--- src/hw/rtl/cdll_pkg.sv ---
// shared types, codes and defaults of the cursor linked list
package cdll_pkg;

	localparam int CAPACITY_DEF   = 256;
	localparam int DATA_WIDTH_DEF = 32;
	localparam int REQ_W          = 4;
	localparam int VAL_W          = 32;
	localparam int LEN_W          = 9;
	localparam int OUT_W          = 120;

	typedef enum logic [3:0] {
		OP_PREPEND    = 4'd0,
		OP_APPEND     = 4'd1,
		OP_INS_BEFORE = 4'd2,
		OP_INS_AFTER  = 4'd3,
		OP_DEL_CURSOR = 4'd4,
		OP_DEL_FRONT  = 4'd5,
		OP_DEL_BACK   = 4'd6,
		OP_MV_FRONT   = 4'd7,
		OP_MV_BACK    = 4'd8,
		OP_MV_PREV    = 4'd9,
		OP_MV_NEXT    = 4'd10,
		OP_SET        = 4'd11,
		OP_CLEAR      = 4'd12,
		OP_QUERY      = 4'd13
	} op_t;

	typedef enum logic [1:0] {
		ST_OK        = 2'd0,
		ST_EMPTY     = 2'd1,
		ST_CUR_UNDEF = 2'd2,
		ST_FULL      = 2'd3
	} status_t;

	typedef enum logic [1:0] {
		LRD_FHEAD = 2'd0,
		LRD_CUR   = 2'd1,
		LRD_REM   = 2'd2
	} lnk_sel_t;

	typedef enum logic [1:0] {
		VRD_HEAD = 2'd0,
		VRD_TAIL = 2'd1,
		VRD_CUR  = 2'd2
	} vrd_sel_t;

	typedef enum logic [3:0] {
		ACT_NONE,
		ACT_LATCH,
		ACT_DECODE,
		ACT_ALLOC,
		ACT_LINK1,
		ACT_LINK2,
		ACT_RM1,
		ACT_RM2,
		ACT_MOVE,
		ACT_CAP_HEAD,
		ACT_CAP_TAIL,
		ACT_LOAD
	} act_t;

	typedef struct packed {
		act_t     act;
		lnk_sel_t lnk_rd;
		vrd_sel_t val_rd;
	} dp_cmd_t;

	typedef struct packed {
		op_t  op;
		logic err;
		logic at_end;
	} dp_stat_t;

endpackage

--- src/hw/rtl/cdll_ctrl.sv ---
// sequencer for the cursor linked list
module cdll_ctrl
	import cdll_pkg::*;
(
	input  logic     clk,
	input  logic     arst_n,
	input  logic     s_tvalid,
	output logic     s_tready,
	input  logic     out_full,
	input  logic     m_tready,
	input  dp_stat_t stat,
	output dp_cmd_t  cmd
);

	typedef enum logic [3:0] {
		S_IDLE, S_DEC, S_ALLOC, S_LNK1, S_LNK2, S_RM1, S_RM2, S_MOVE,
		S_RDH, S_RDT, S_RDC, S_DONE
	} state_t;

	state_t state_q, state_d;
	logic   can_load;

	assign can_load = !out_full || m_tready;
	assign s_tready = (state_q == S_IDLE);

	always_comb begin
		state_d    = state_q;
		cmd.act    = ACT_NONE;
		cmd.lnk_rd = LRD_CUR;
		cmd.val_rd = VRD_CUR;
		unique case (state_q)
			S_IDLE: begin
				if (s_tvalid) begin
					cmd.act = ACT_LATCH;
					state_d = S_DEC;
				end
			end
			S_DEC: begin
				cmd.act = ACT_DECODE;
				state_d = S_RDH;
				case (stat.op)
					OP_PREPEND, OP_APPEND, OP_INS_BEFORE, OP_INS_AFTER: begin
						cmd.lnk_rd = LRD_FHEAD;
						if (!stat.err) state_d = S_ALLOC;
					end
					OP_DEL_CURSOR, OP_DEL_FRONT, OP_DEL_BACK: begin
						cmd.lnk_rd = LRD_REM;
						if (!stat.err) state_d = S_RM1;
					end
					OP_MV_PREV, OP_MV_NEXT: begin
						if (!stat.err && !stat.at_end) state_d = S_MOVE;
					end
					default: state_d = S_RDH;
				endcase
			end
			S_ALLOC: begin
				cmd.act = ACT_ALLOC;
				state_d = S_LNK1;
			end
			S_LNK1: begin
				cmd.act = ACT_LINK1;
				if (stat.op == OP_INS_BEFORE || stat.op == OP_INS_AFTER) state_d = S_LNK2;
				else state_d = S_RDH;
			end
			S_LNK2: begin
				cmd.act = ACT_LINK2;
				state_d = S_RDH;
			end
			S_RM1: begin
				cmd.act = ACT_RM1;
				state_d = S_RM2;
			end
			S_RM2: begin
				cmd.act = ACT_RM2;
				state_d = S_RDH;
			end
			S_MOVE: begin
				cmd.act = ACT_MOVE;
				state_d = S_RDH;
			end
			S_RDH: begin
				cmd.val_rd = VRD_HEAD;
				state_d    = S_RDT;
			end
			S_RDT: begin
				cmd.val_rd = VRD_TAIL;
				cmd.act    = ACT_CAP_HEAD;
				state_d    = S_RDC;
			end
			S_RDC: begin
				cmd.act = ACT_CAP_TAIL;
				state_d = S_DONE;
			end
			S_DONE: begin
				if (can_load) begin
					cmd.act = ACT_LOAD;
					state_d = S_IDLE;
				end
			end
			default: state_d = S_IDLE;
		endcase
	end

	always_ff @(posedge clk or negedge arst_n) begin
		if (!arst_n) begin
			state_q <= S_IDLE;
		end else begin
			state_q <= state_d;
		end
	end

endmodule

--- config.mk ---
export PLATFORM = sky130hd
export DESIGN_NAME = cdll_ctrl
export DESIGN_NICKNAME = d
export VERILOG_FILES = /design/src/hw/rtl/cdll_pkg.sv /design/src/hw/rtl/cdll_ctrl.sv
export SDC_FILE = /design/constraint.sdc
export NUM_CORES = 1
export LEC_CHECK = 0
export BUFFER_PORTS_ARGS = -buffer_cell sky130_fd_sc_hd__clkbuf_2
export CAP_MARGIN = 20
export CORE_AREA = 2 2 39 41
export DETAILED_ROUTE_END_ITERATION = 12
export DIE_AREA = 0 0 41 43
export GPL_TIMING_DRIVEN = 0
export PLACE_DENSITY = 0.72
export SLEW_MARGIN = 20
export SYNTH_ARGS = -nofsm -noshare
export SYNTH_HDL_FRONTEND = slang
export SYNTH_SLANG_ARGS = --single-unit
--- constraint.sdc ---
create_clock -name clk -period 3.17 [get_ports clk]
set_input_delay 0.1585 -clock clk [delete_from_list [all_inputs] [get_ports clk]]
set_output_delay 0.1585 -clock clk [all_outputs]
set_load 0.01 [all_outputs]
==> results of run 1 <==
[power by group through the flow]
stage	registers (W)	clock network (W)	logic [W]
2_1_floorplan	0.0000931	0	0.000256
3_3_place_gp	0.000100	0	0.000349
3_5_place_dp	0.000101	0	0.000355
4_1_cts	0.000101	0.0000622	0.000357
5_1_grt	0.000106	0.0000683	0.000399
6_report	0.000102	0.0000617	0.000354
[final timing paths]
path,end,slack [ps],cells after the start
worst max-delay path,cmd[3],1440,4
worst min-delay path,state_q[1],190,2
worst max register to register,state_q[0],1870,4
worst min register to register,state_q[2],660,2
max in group asynchronous,state_q[0],2770,2
min in group asynchronous,state_q[3],270,2
[metal layers]
layer / vias up / track usage, % / wire length [um]
met2: 23 / 25.0 / 512
li1: 300 / - / -
met1: 264 / 17.6 / 547
met4: 0 / 4.00 / 0
met3: 0 / 1.57 / 87
met5: - / 0 / 0
[cell families after synthesis]
| logic type | share of synthesized area (%) |
|---|---|
| buffers and inverters | 5.05 |
| and+or+nand+nor | 44.1 |
| DFF | 21.3 |
| xor gates and xnor gates | 3.72 |
| muxes | 2.13 |
| AOI/OAI and AO/OA | 23.7 |
[layout make-up]
| type | instances | share of cell area, % |
|---|---|---|
| multi-input combinational | 61 | 56.1 |
| sequential | 4 | 16.2 |
| tap | 16 | 3.24 |
| clock buffer | 3 | 3.64 |
| buffer | 4 | 3.24 |
| timing repair buffer | 20 | 17.0 |
| inverter | 1 | 0.607 |
[stage by stage]
stage                     utilization, %  power [W]  worst slack [ps]
final                               44.7   0.000517              1440
after global routing                44.7   0.000574              1340
after CTS                           44.7   0.000520              1450
after detailed placement            42.3   0.000456              1710
after global placement              42.3   0.000450              1730
after floorplan                        -   0.000349              1910
[critical path, stage by stage, from the launching register on]
cell and delay, ps:
dfrtp_1 430, buf_2 200, nor4_1 360, and3_1 220, clkbuf_2 130
[layout by cell type, fill, tap and decap left out, types with 2 or more instances in the layout]
cell type / count
a21oi_1: 5
and2_1: 2
and3_1: 2
buf_2: 4
clkbuf_2: 19
clkbuf_4: 3
dfrtp_1: 4
nand2_1: 8
nand2b_1: 5
nor2_1: 7
nor2b_1: 5
nor3_1: 5
nor4_1: 2
o21ai_0: 5
o31ai_1: 2
[timing repair]
item	in CTS	in global routing
endpoints found under the hold margin	4	0
hold buffers	1	0
gates resized for setup	0	0
buffers inserted	0	0
==> out/metrics.cfg, run 1 <==
[die]
die_x_um = 41
std_cell_rows = 14
core_mm2 = 0.00138
die_y_um = 43
die_area_mm2 = 0.00176
ios = 20
start_util_pct = 34.0

[final_layout]
largest_register_ff_count = 4
areaGrowthSynthToFinish_pct = 31.4
top_register = state_q
reg.largest.list = state_q: 4 flops
fin_cells = 109
fillers = 158
layout.nets = 106
drive_gt1_share_pct = 28.0
ff_latch_area_um2 = 100
multi_input_area_um2 = 347
design_area_um2 = 618
antenna_cells = 0

[placed_design]
hpwlAfterDp_um = 934
portBuffers = 19
dp.cells = 105
place_congestion = 0.746
placed_cell_area_um2 = 586

[synthesis]
ys_seq_area_share_pct = 21.3
synth_cell_types = 27
async_flop_share_pct = 100
mappedNetlistNets = 81
ys_seq_elements = 4
syn_area_um2 = 470
synth-main-ff-cell = dfrtp_1
ys_warn_count = 0
netlist_top_cells_area = dfrtp_1, nand2b_1, nor2b_1, nand2_1, nor2_1
avgSynthCellArea_um2 = 6.72
synth_top_area_share_pct = 21.3
synth_cells = 70
synth_common_cells = nand2_1, nor2_1
yosys.area.top_type = dfrtp_1
synth_edf_count = 0
synth_most_common_cell = nand2_1

[routing]
drt-total-wl_um = 1150
dr.pass1.iters = 4
wl_per_cell_um = 10.5
vias_per_cell = 5.39
drt_iter0_drc = 9
drc = 0
ant_nets = 0
vias = 587

[sta]
rsz0062_at_grt = no
max_slew.worst_pin.slew_ps = 326
finalHoldViolations = 0
slew_headroom_pct = 78.0
hold_ws_ps = 192
fin_skew_ps = 8.77
fmax_ghz = 0.578
setup_viol = 0
fin_crit_ps = 1730
maxSlewViolCount = 0
tns_ps = 0
finalCritPeriodShare_pct = 54.6

[pwr]
internal_power_w = 0.000272
switchingPower_w = 0.000245
pwr-share-clk_pct = 11.9
switching_share_pct = 47.4
seqPwrFrac_pct = 19.7
power_density_mw_per_mm2 = 836
pwr-share-comb_pct = 68.4
p_leak_nw = 0.293
ir_worst_vdd_mv = 0.372

[critical_path]
start_kind = flop
r2r-start = state_q[3]
cp.required_ps = 3010
critical_path_class = flop to output pin
worstPathArrival_ps = 1570
setup.worst_path.end_class = output pin
path_max_fanout = 10
crit_path_start = state_q[3]

[outcome]
status = completed

[global_routing]
grt_pass1_wl_um = 1810
grt_max_degree = 11
grt_pass1_vias = 493
grt_antenna_before_repair = 0
track_usage_pct = 14.4
grt_remaining_overflow = 0

[cts]
h-tree-depth = 1
insertion_delay_ps = 230
cts_tree = built
clock_path_buffers = 2
root_buffer = clkbuf_4
clkTransAtPathRegs_ps = 40
cts.sinks = 4
cts_inserted_buffers = 3

[min_path]
hold_start = stat[4]
hp-class = input pin to flop

[job]
maxCapViolCount = 0

No activity file was read; power rests on OpenSTA's default activity.
==> run 2, diff against run 1 <==
PLACE_DENSITY = 0.75   (was 0.72)
clock period = 1.53 ns   (was 3.17 ns; I/O delays follow)
==> run 2 against run 1 <==
Compared with the run above: register-to-register slack worse by 1600 ps; setup slack worse by 1400 ps; clock power up 110%; critical path depth unchanged; sequential cell count unchanged; via count down 2.7%; worst hold slack worse by 90 ps; design area up 9.1%; power up 130%; clock-buffer cell count unchanged; critical endpoint unchanged; routed wire length down 1.6%; combinational power up 140%.
==> out/metrics.cfg, run 2 (synthesis gave the netlist of run 1 again) <==
[outcome]
status = completed

[min_path]
hp-class = input pin to flop

[pwr]
p_leak_nw = 0.311
seqPwrFrac_pct = 18.3
internal_power_w = 0.000640
ir_worst_vdd_mv = 0.869
pwr-share-comb_pct = 70.8
finalPower_w = 0.00118
power_density_mw_per_mm2 = 1760
switchingPower_w = 0.000544
pwr-share-clk_pct = 10.9
switching_share_pct = 45.9

[routing]
drt-total-wl_um = 1130
wl_per_cell_um = 10.2
ant_nets = 0
vias = 571
drt_iter0_drc = 6
vias_per_cell = 5.14
drc = 0
dr.pass1.iters = 4

[placed_design]
dp.cells = 105
hpwlAfterDp_um = 891
portBuffers = 19
placed_cell_area_um2 = 586
place_congestion = 0.773

[final_layout]
antenna_cells = 0
fin_cells = 111
final_common_cell = clkbuf_2
reg.largest.list = state_q: 4 flops
design_area_um2 = 674
final_cell_mix = clkbuf_2, nand2_1, nor2_1
top_register = state_q
areaGrowthSynthToFinish_pct = 43.4
largest_register_ff_count = 4
layout.nets = 108
fillers = 151
drive_gt1_share_pct = 34.7

[cts]
insertion_delay_ps = 230
cts_tree = built
clkTransAtPathRegs_ps = 40
root_buffer = clkbuf_4
cts.sinks = 4
cts_inserted_buffers = 3
clock_path_buffers = 2
h-tree-depth = 1

[sta]
maxSlewViolCount = 0
finalCritPeriodShare_pct = 97.4
finalHoldViolations = 0
setup_viol = 0
fin_crit_ps = 1490
slew_headroom_pct = 80.5
tns_ps = 0
rsz0062_at_grt = yes
fin_skew_ps = 1.45
fmax_ghz = 0.671
max_slew.worst_pin.slew_ps = 292

[critical_path]
path_max_fanout = 5
start_kind = flop
cp.required_ps = 1450
critical_path_class = flop to output pin
worstPathArrival_ps = 1410
setup.worst_path.end_class = output pin

[die]
die_x_um = 41
std_cell_rows = 14
start_util_pct = 34.0
die_y_um = 43
ios = 20
die_area_mm2 = 0.00176
core_mm2 = 0.00138

[global_routing]
grt_max_degree = 11
track_usage_pct = 13.9
grt_antenna_before_repair = 0
grt_remaining_overflow = 0
grt_pass1_wl_um = 1750
grt_pass1_vias = 465

[job]
maxCapViolCount = 0

-- run 2: cell count changes in the layout (fill, tap and decap cells not counted) --
cell      delta
buf_4        +3
dfrtp_1      -2
dfrtp_2      +2
nand2b_1     -2
nand2b_4     +2
buf_2        -1
buf_6        +1
clkbuf_2     -1
nor4_1       -1
nor4_4       +1
-- run 2: metrics by stage --
step / hold slack [ps] / setup slack (ps) / util (%)
6_report: 102 / 39.4 / 48.7
5_1_grt: 124 / -34.4 / 48.7
4_1_cts: 108 / 5.08 / 46.1
3_5_place_dp: -114 / 169 / 42.3
3_3_place_gp: -117 / 178 / 42.3
2_1_floorplan: -219 / 352 / -
-- run 2: worst paths after layout --
kind	start	end	slack, ps	cells past startpoint
setup reg to reg	state_q[2]	state_q[2]	270	4
setup / recovery	state_q[1]	cmd[3]	40	4
hold / removal	stat[4]	state_q[1]	100	2
min in group asynchronous	arst_n	state_q[0]	200	2
hold reg to reg	state_q[0]	state_q[2]	690	2
max in group asynchronous	arst_n	state_q[3]	1190	2
-- run 2: what timing repair did --
item,in CTS,in global routing
pin swaps,0,2
setup endpoints to repair,1,1
hold endpoints to repair,4,0
resized for setup,4,7
buffers inserted,0,2
hold buffers,1,0
-- run 2: area by class of cell --
| type | count | area, um^2 | area share [%] |
|---|---|---|---|
| buffer | 4 | 28.8 | 4.27 |
| clock buffer | 3 | 22.5 | 3.34 |
| inverter | 1 | 3.75 | 0.557 |
| multi-input combinational | 61 | 377 | 55.8 |
| sequential | 4 | 103 | 15.2 |
| tap | 16 | 20.0 | 2.97 |
| timing repair buffer | 22 | 120 | 17.8 |
-- run 2: layer usage --
metal / routed length, um / part of all wire (%) / global-route usage, % / vias up
li1: - / - / - / 299
met1: 520 / 46 / 18.6 / 251
met2: 535 / 47 / 21.6 / 21
met3: 73 / 6.5 / 3.14 / 0
met4: 0 / 0 / 4.00 / 0
met5: 0 / 0 / 0 / -
-- run 2: power groups by stage --
stage / clock (W) / combinational, W / sequential (W)
floorplan: 0 / 0.000530 / 0.000193
global placement: 0 / 0.000724 / 0.000205
detailed placement: 0 / 0.000737 / 0.000206
finish: 0.000129 / 0.000838 / 0.000217
global route: 0.000141 / 0.000932 / 0.000226
CTS: 0.000134 / 0.000771 / 0.000206
-- run 2: critical path, stage by stage, from the launching register on --
cell	delay [ps]
dfrtp_1	410
nand2b_4	180
nor4_4	280
and3_1	190
buf_2	120
==> run 3, diff against run 2 <==
CTS_BUF_LIST = sky130_fd_sc_hd__clkbuf_16   (was default)
==> run 3 against run 2 <==
Compared with the run above: sequential cell count is the same; combinational power shrank 5.6%; core utilization grew 2.4 points; largest cell class unchanged.
==> out/metrics.cfg, run 3 (synthesis gave the netlist of run 1 again) <==
[final_layout]
final_cell_mix = clkbuf_2, nand2_1, nor2_1
design_area_um2 = 707
antenna_cells = 0
fillers = 142
layout.nets = 106
largest_register_ff_count = 4
reg.largest.list = state_q: 4 flops
drive_gt1_share_pct = 32.3
final_common_cell = clkbuf_2
areaGrowthSynthToFinish_pct = 50.3
top_register = state_q

[pwr]
p_leak_nw = 0.324
ir_worst_vdd_mv = 1.30
finalPower_w = 0.00142
power_density_mw_per_mm2 = 2000

[cts]
cts_inserted_buffers = 3
insertion_delay_ps = 220
cts.sinks = 4
root_buffer = clkbuf_16
clock_path_buffers = 2
post-cts-setup-buffers = 0
h-tree-depth = 1
clkTransAtPathRegs_ps = 30
cts_tree = built

[sta]
setup_viol = 0
fin_crit_ps = 1480
slew_headroom_pct = 80.7
max_slew.worst_pin.slew_ps = 289
finalCritPeriodShare_pct = 96.9
finalHoldViolations = 0
fin_skew_ps = 1.60
rsz0062_at_grt = yes
maxSlewViolCount = 0
fmax_ghz = 0.674

[global_routing]
grt_pass1_vias = 459
grt_antenna_before_repair = 0
grt_pass1_wl_um = 1780
grt_remaining_overflow = 0
grt_max_degree = 11
track_usage_pct = 14.2

[routing]
drt_iter0_drc = 7
vias_per_cell = 5.31
ant_nets = 0
drt-total-wl_um = 1170
drc = 0
vias = 579
dr.pass1.iters = 4
wl_per_cell_um = 10.8

[die]
start_util_pct = 34.0
core_mm2 = 0.00138
die_area_mm2 = 0.00176
die_y_um = 43
std_cell_rows = 14
die_x_um = 41
ios = 20

[placed_design]
portBuffers = 19
placed_cell_area_um2 = 586
hpwlAfterDp_um = 891
place_congestion = 0.773

[min_path]
hp-class = input pin to flop

[critical_path]
critical_path_class = flop to output pin
path_buf_inv = 1
max_stage_delay_ps = 410
cp.required_ps = 1450
critPathSlowestCell = dfrtp_1
cp_cell_sequence = nand2b_4, nor4_4, and3_1, buf_2
setup.worst_path.end_class = output pin
crit_family = simple AND/OR/NAND/NOR gates
worstPathArrival_ps = 1410
path_max_fanout = 5
start_kind = flop

[outcome]
status = completed

[job]
maxCapViolCount = 0

run 3: cell count changes in the layout (fill, tap and decap cells not counted):
cell	change
clkbuf_16	+3
buf_4	-2
clkbuf_4	-2
buf_2	-1
nand2b_1	+1
nand2b_4	-1
run 3: final timing paths:
path,start,end,slack (ps),cells past startpoint
max in group asynchronous,arst_n,state_q[3],1190,2
worst max-delay path,state_q[1],cmd[3],50,4
worst min-delay path,stat[4],state_q[1],110,2
worst max register to register,state_q[3],state_q[0],270,4
min in group asynchronous,arst_n,state_q[0],210,2
worst min register to register,state_q[1],state_q[2],700,3
run 3: layout make-up:
type,count,area (um^2),area share [%]
repair buffers,20,105,14.9
plain buffers,4,31.3,4.42
well taps,16,20.0,2.83
clock buffers,3,75.1,10.6
multi-input cells,61,369,52.2
inverters,1,3.75,0.531
flip-flops and latches,4,103,14.5
run 3: worst reg2reg max path: cells and delay by family, from the launching register on:
family | cells | cell delay [ps]
AOI/OAI and AO/OA | 1 | 130
DFF | 1 | 420
and+or+nand+nor | 3 | 640
run 3: power breakdown:
group	switching [W]	total (W)	internal [W]
clock	0.0000713	0.000405	0.000334
sequential	0.0000659	0.000222	0.000156
combinational	0.000429	0.000791	0.000361
run 3: what timing repair did:
item / 4_1_cts / 5_1_grt
endpoints found under the setup margin: 1 / 1
hold endpoints to repair: 4 / 0
hold buffers: 1 / 0
gates resized for setup: 3 / 9
pin swaps: 0 / 2
run 3: per-stage QoR:
stage	utilization, %	cells	TNS, ps	hold WS (ps)	worst slack (ps)
after floorplan	-	70	0	-219	352
after global placement	42.3	105	0	-117	178
after detailed placement	42.3	105	0	-114	169
after CTS	49.7	109	0	122	8.94
after global routing	51.1	109	-18.1	144	-17.1
final	51.1	109	0	112	47.1
run 3: metal layers:
metal / wire length (um) / global-route usage, % / share of wire, % / vias to the layer above
li1: - / - / - / 294
met1: 559 / 19.2 / 48 / 259
met2: 531 / 21.9 / 45 / 26
met3: 81 / 3.14 / 6.9 / 0
met4: 0 / 4.00 / 0 / 0
met5: 0 / 0 / 0 / -
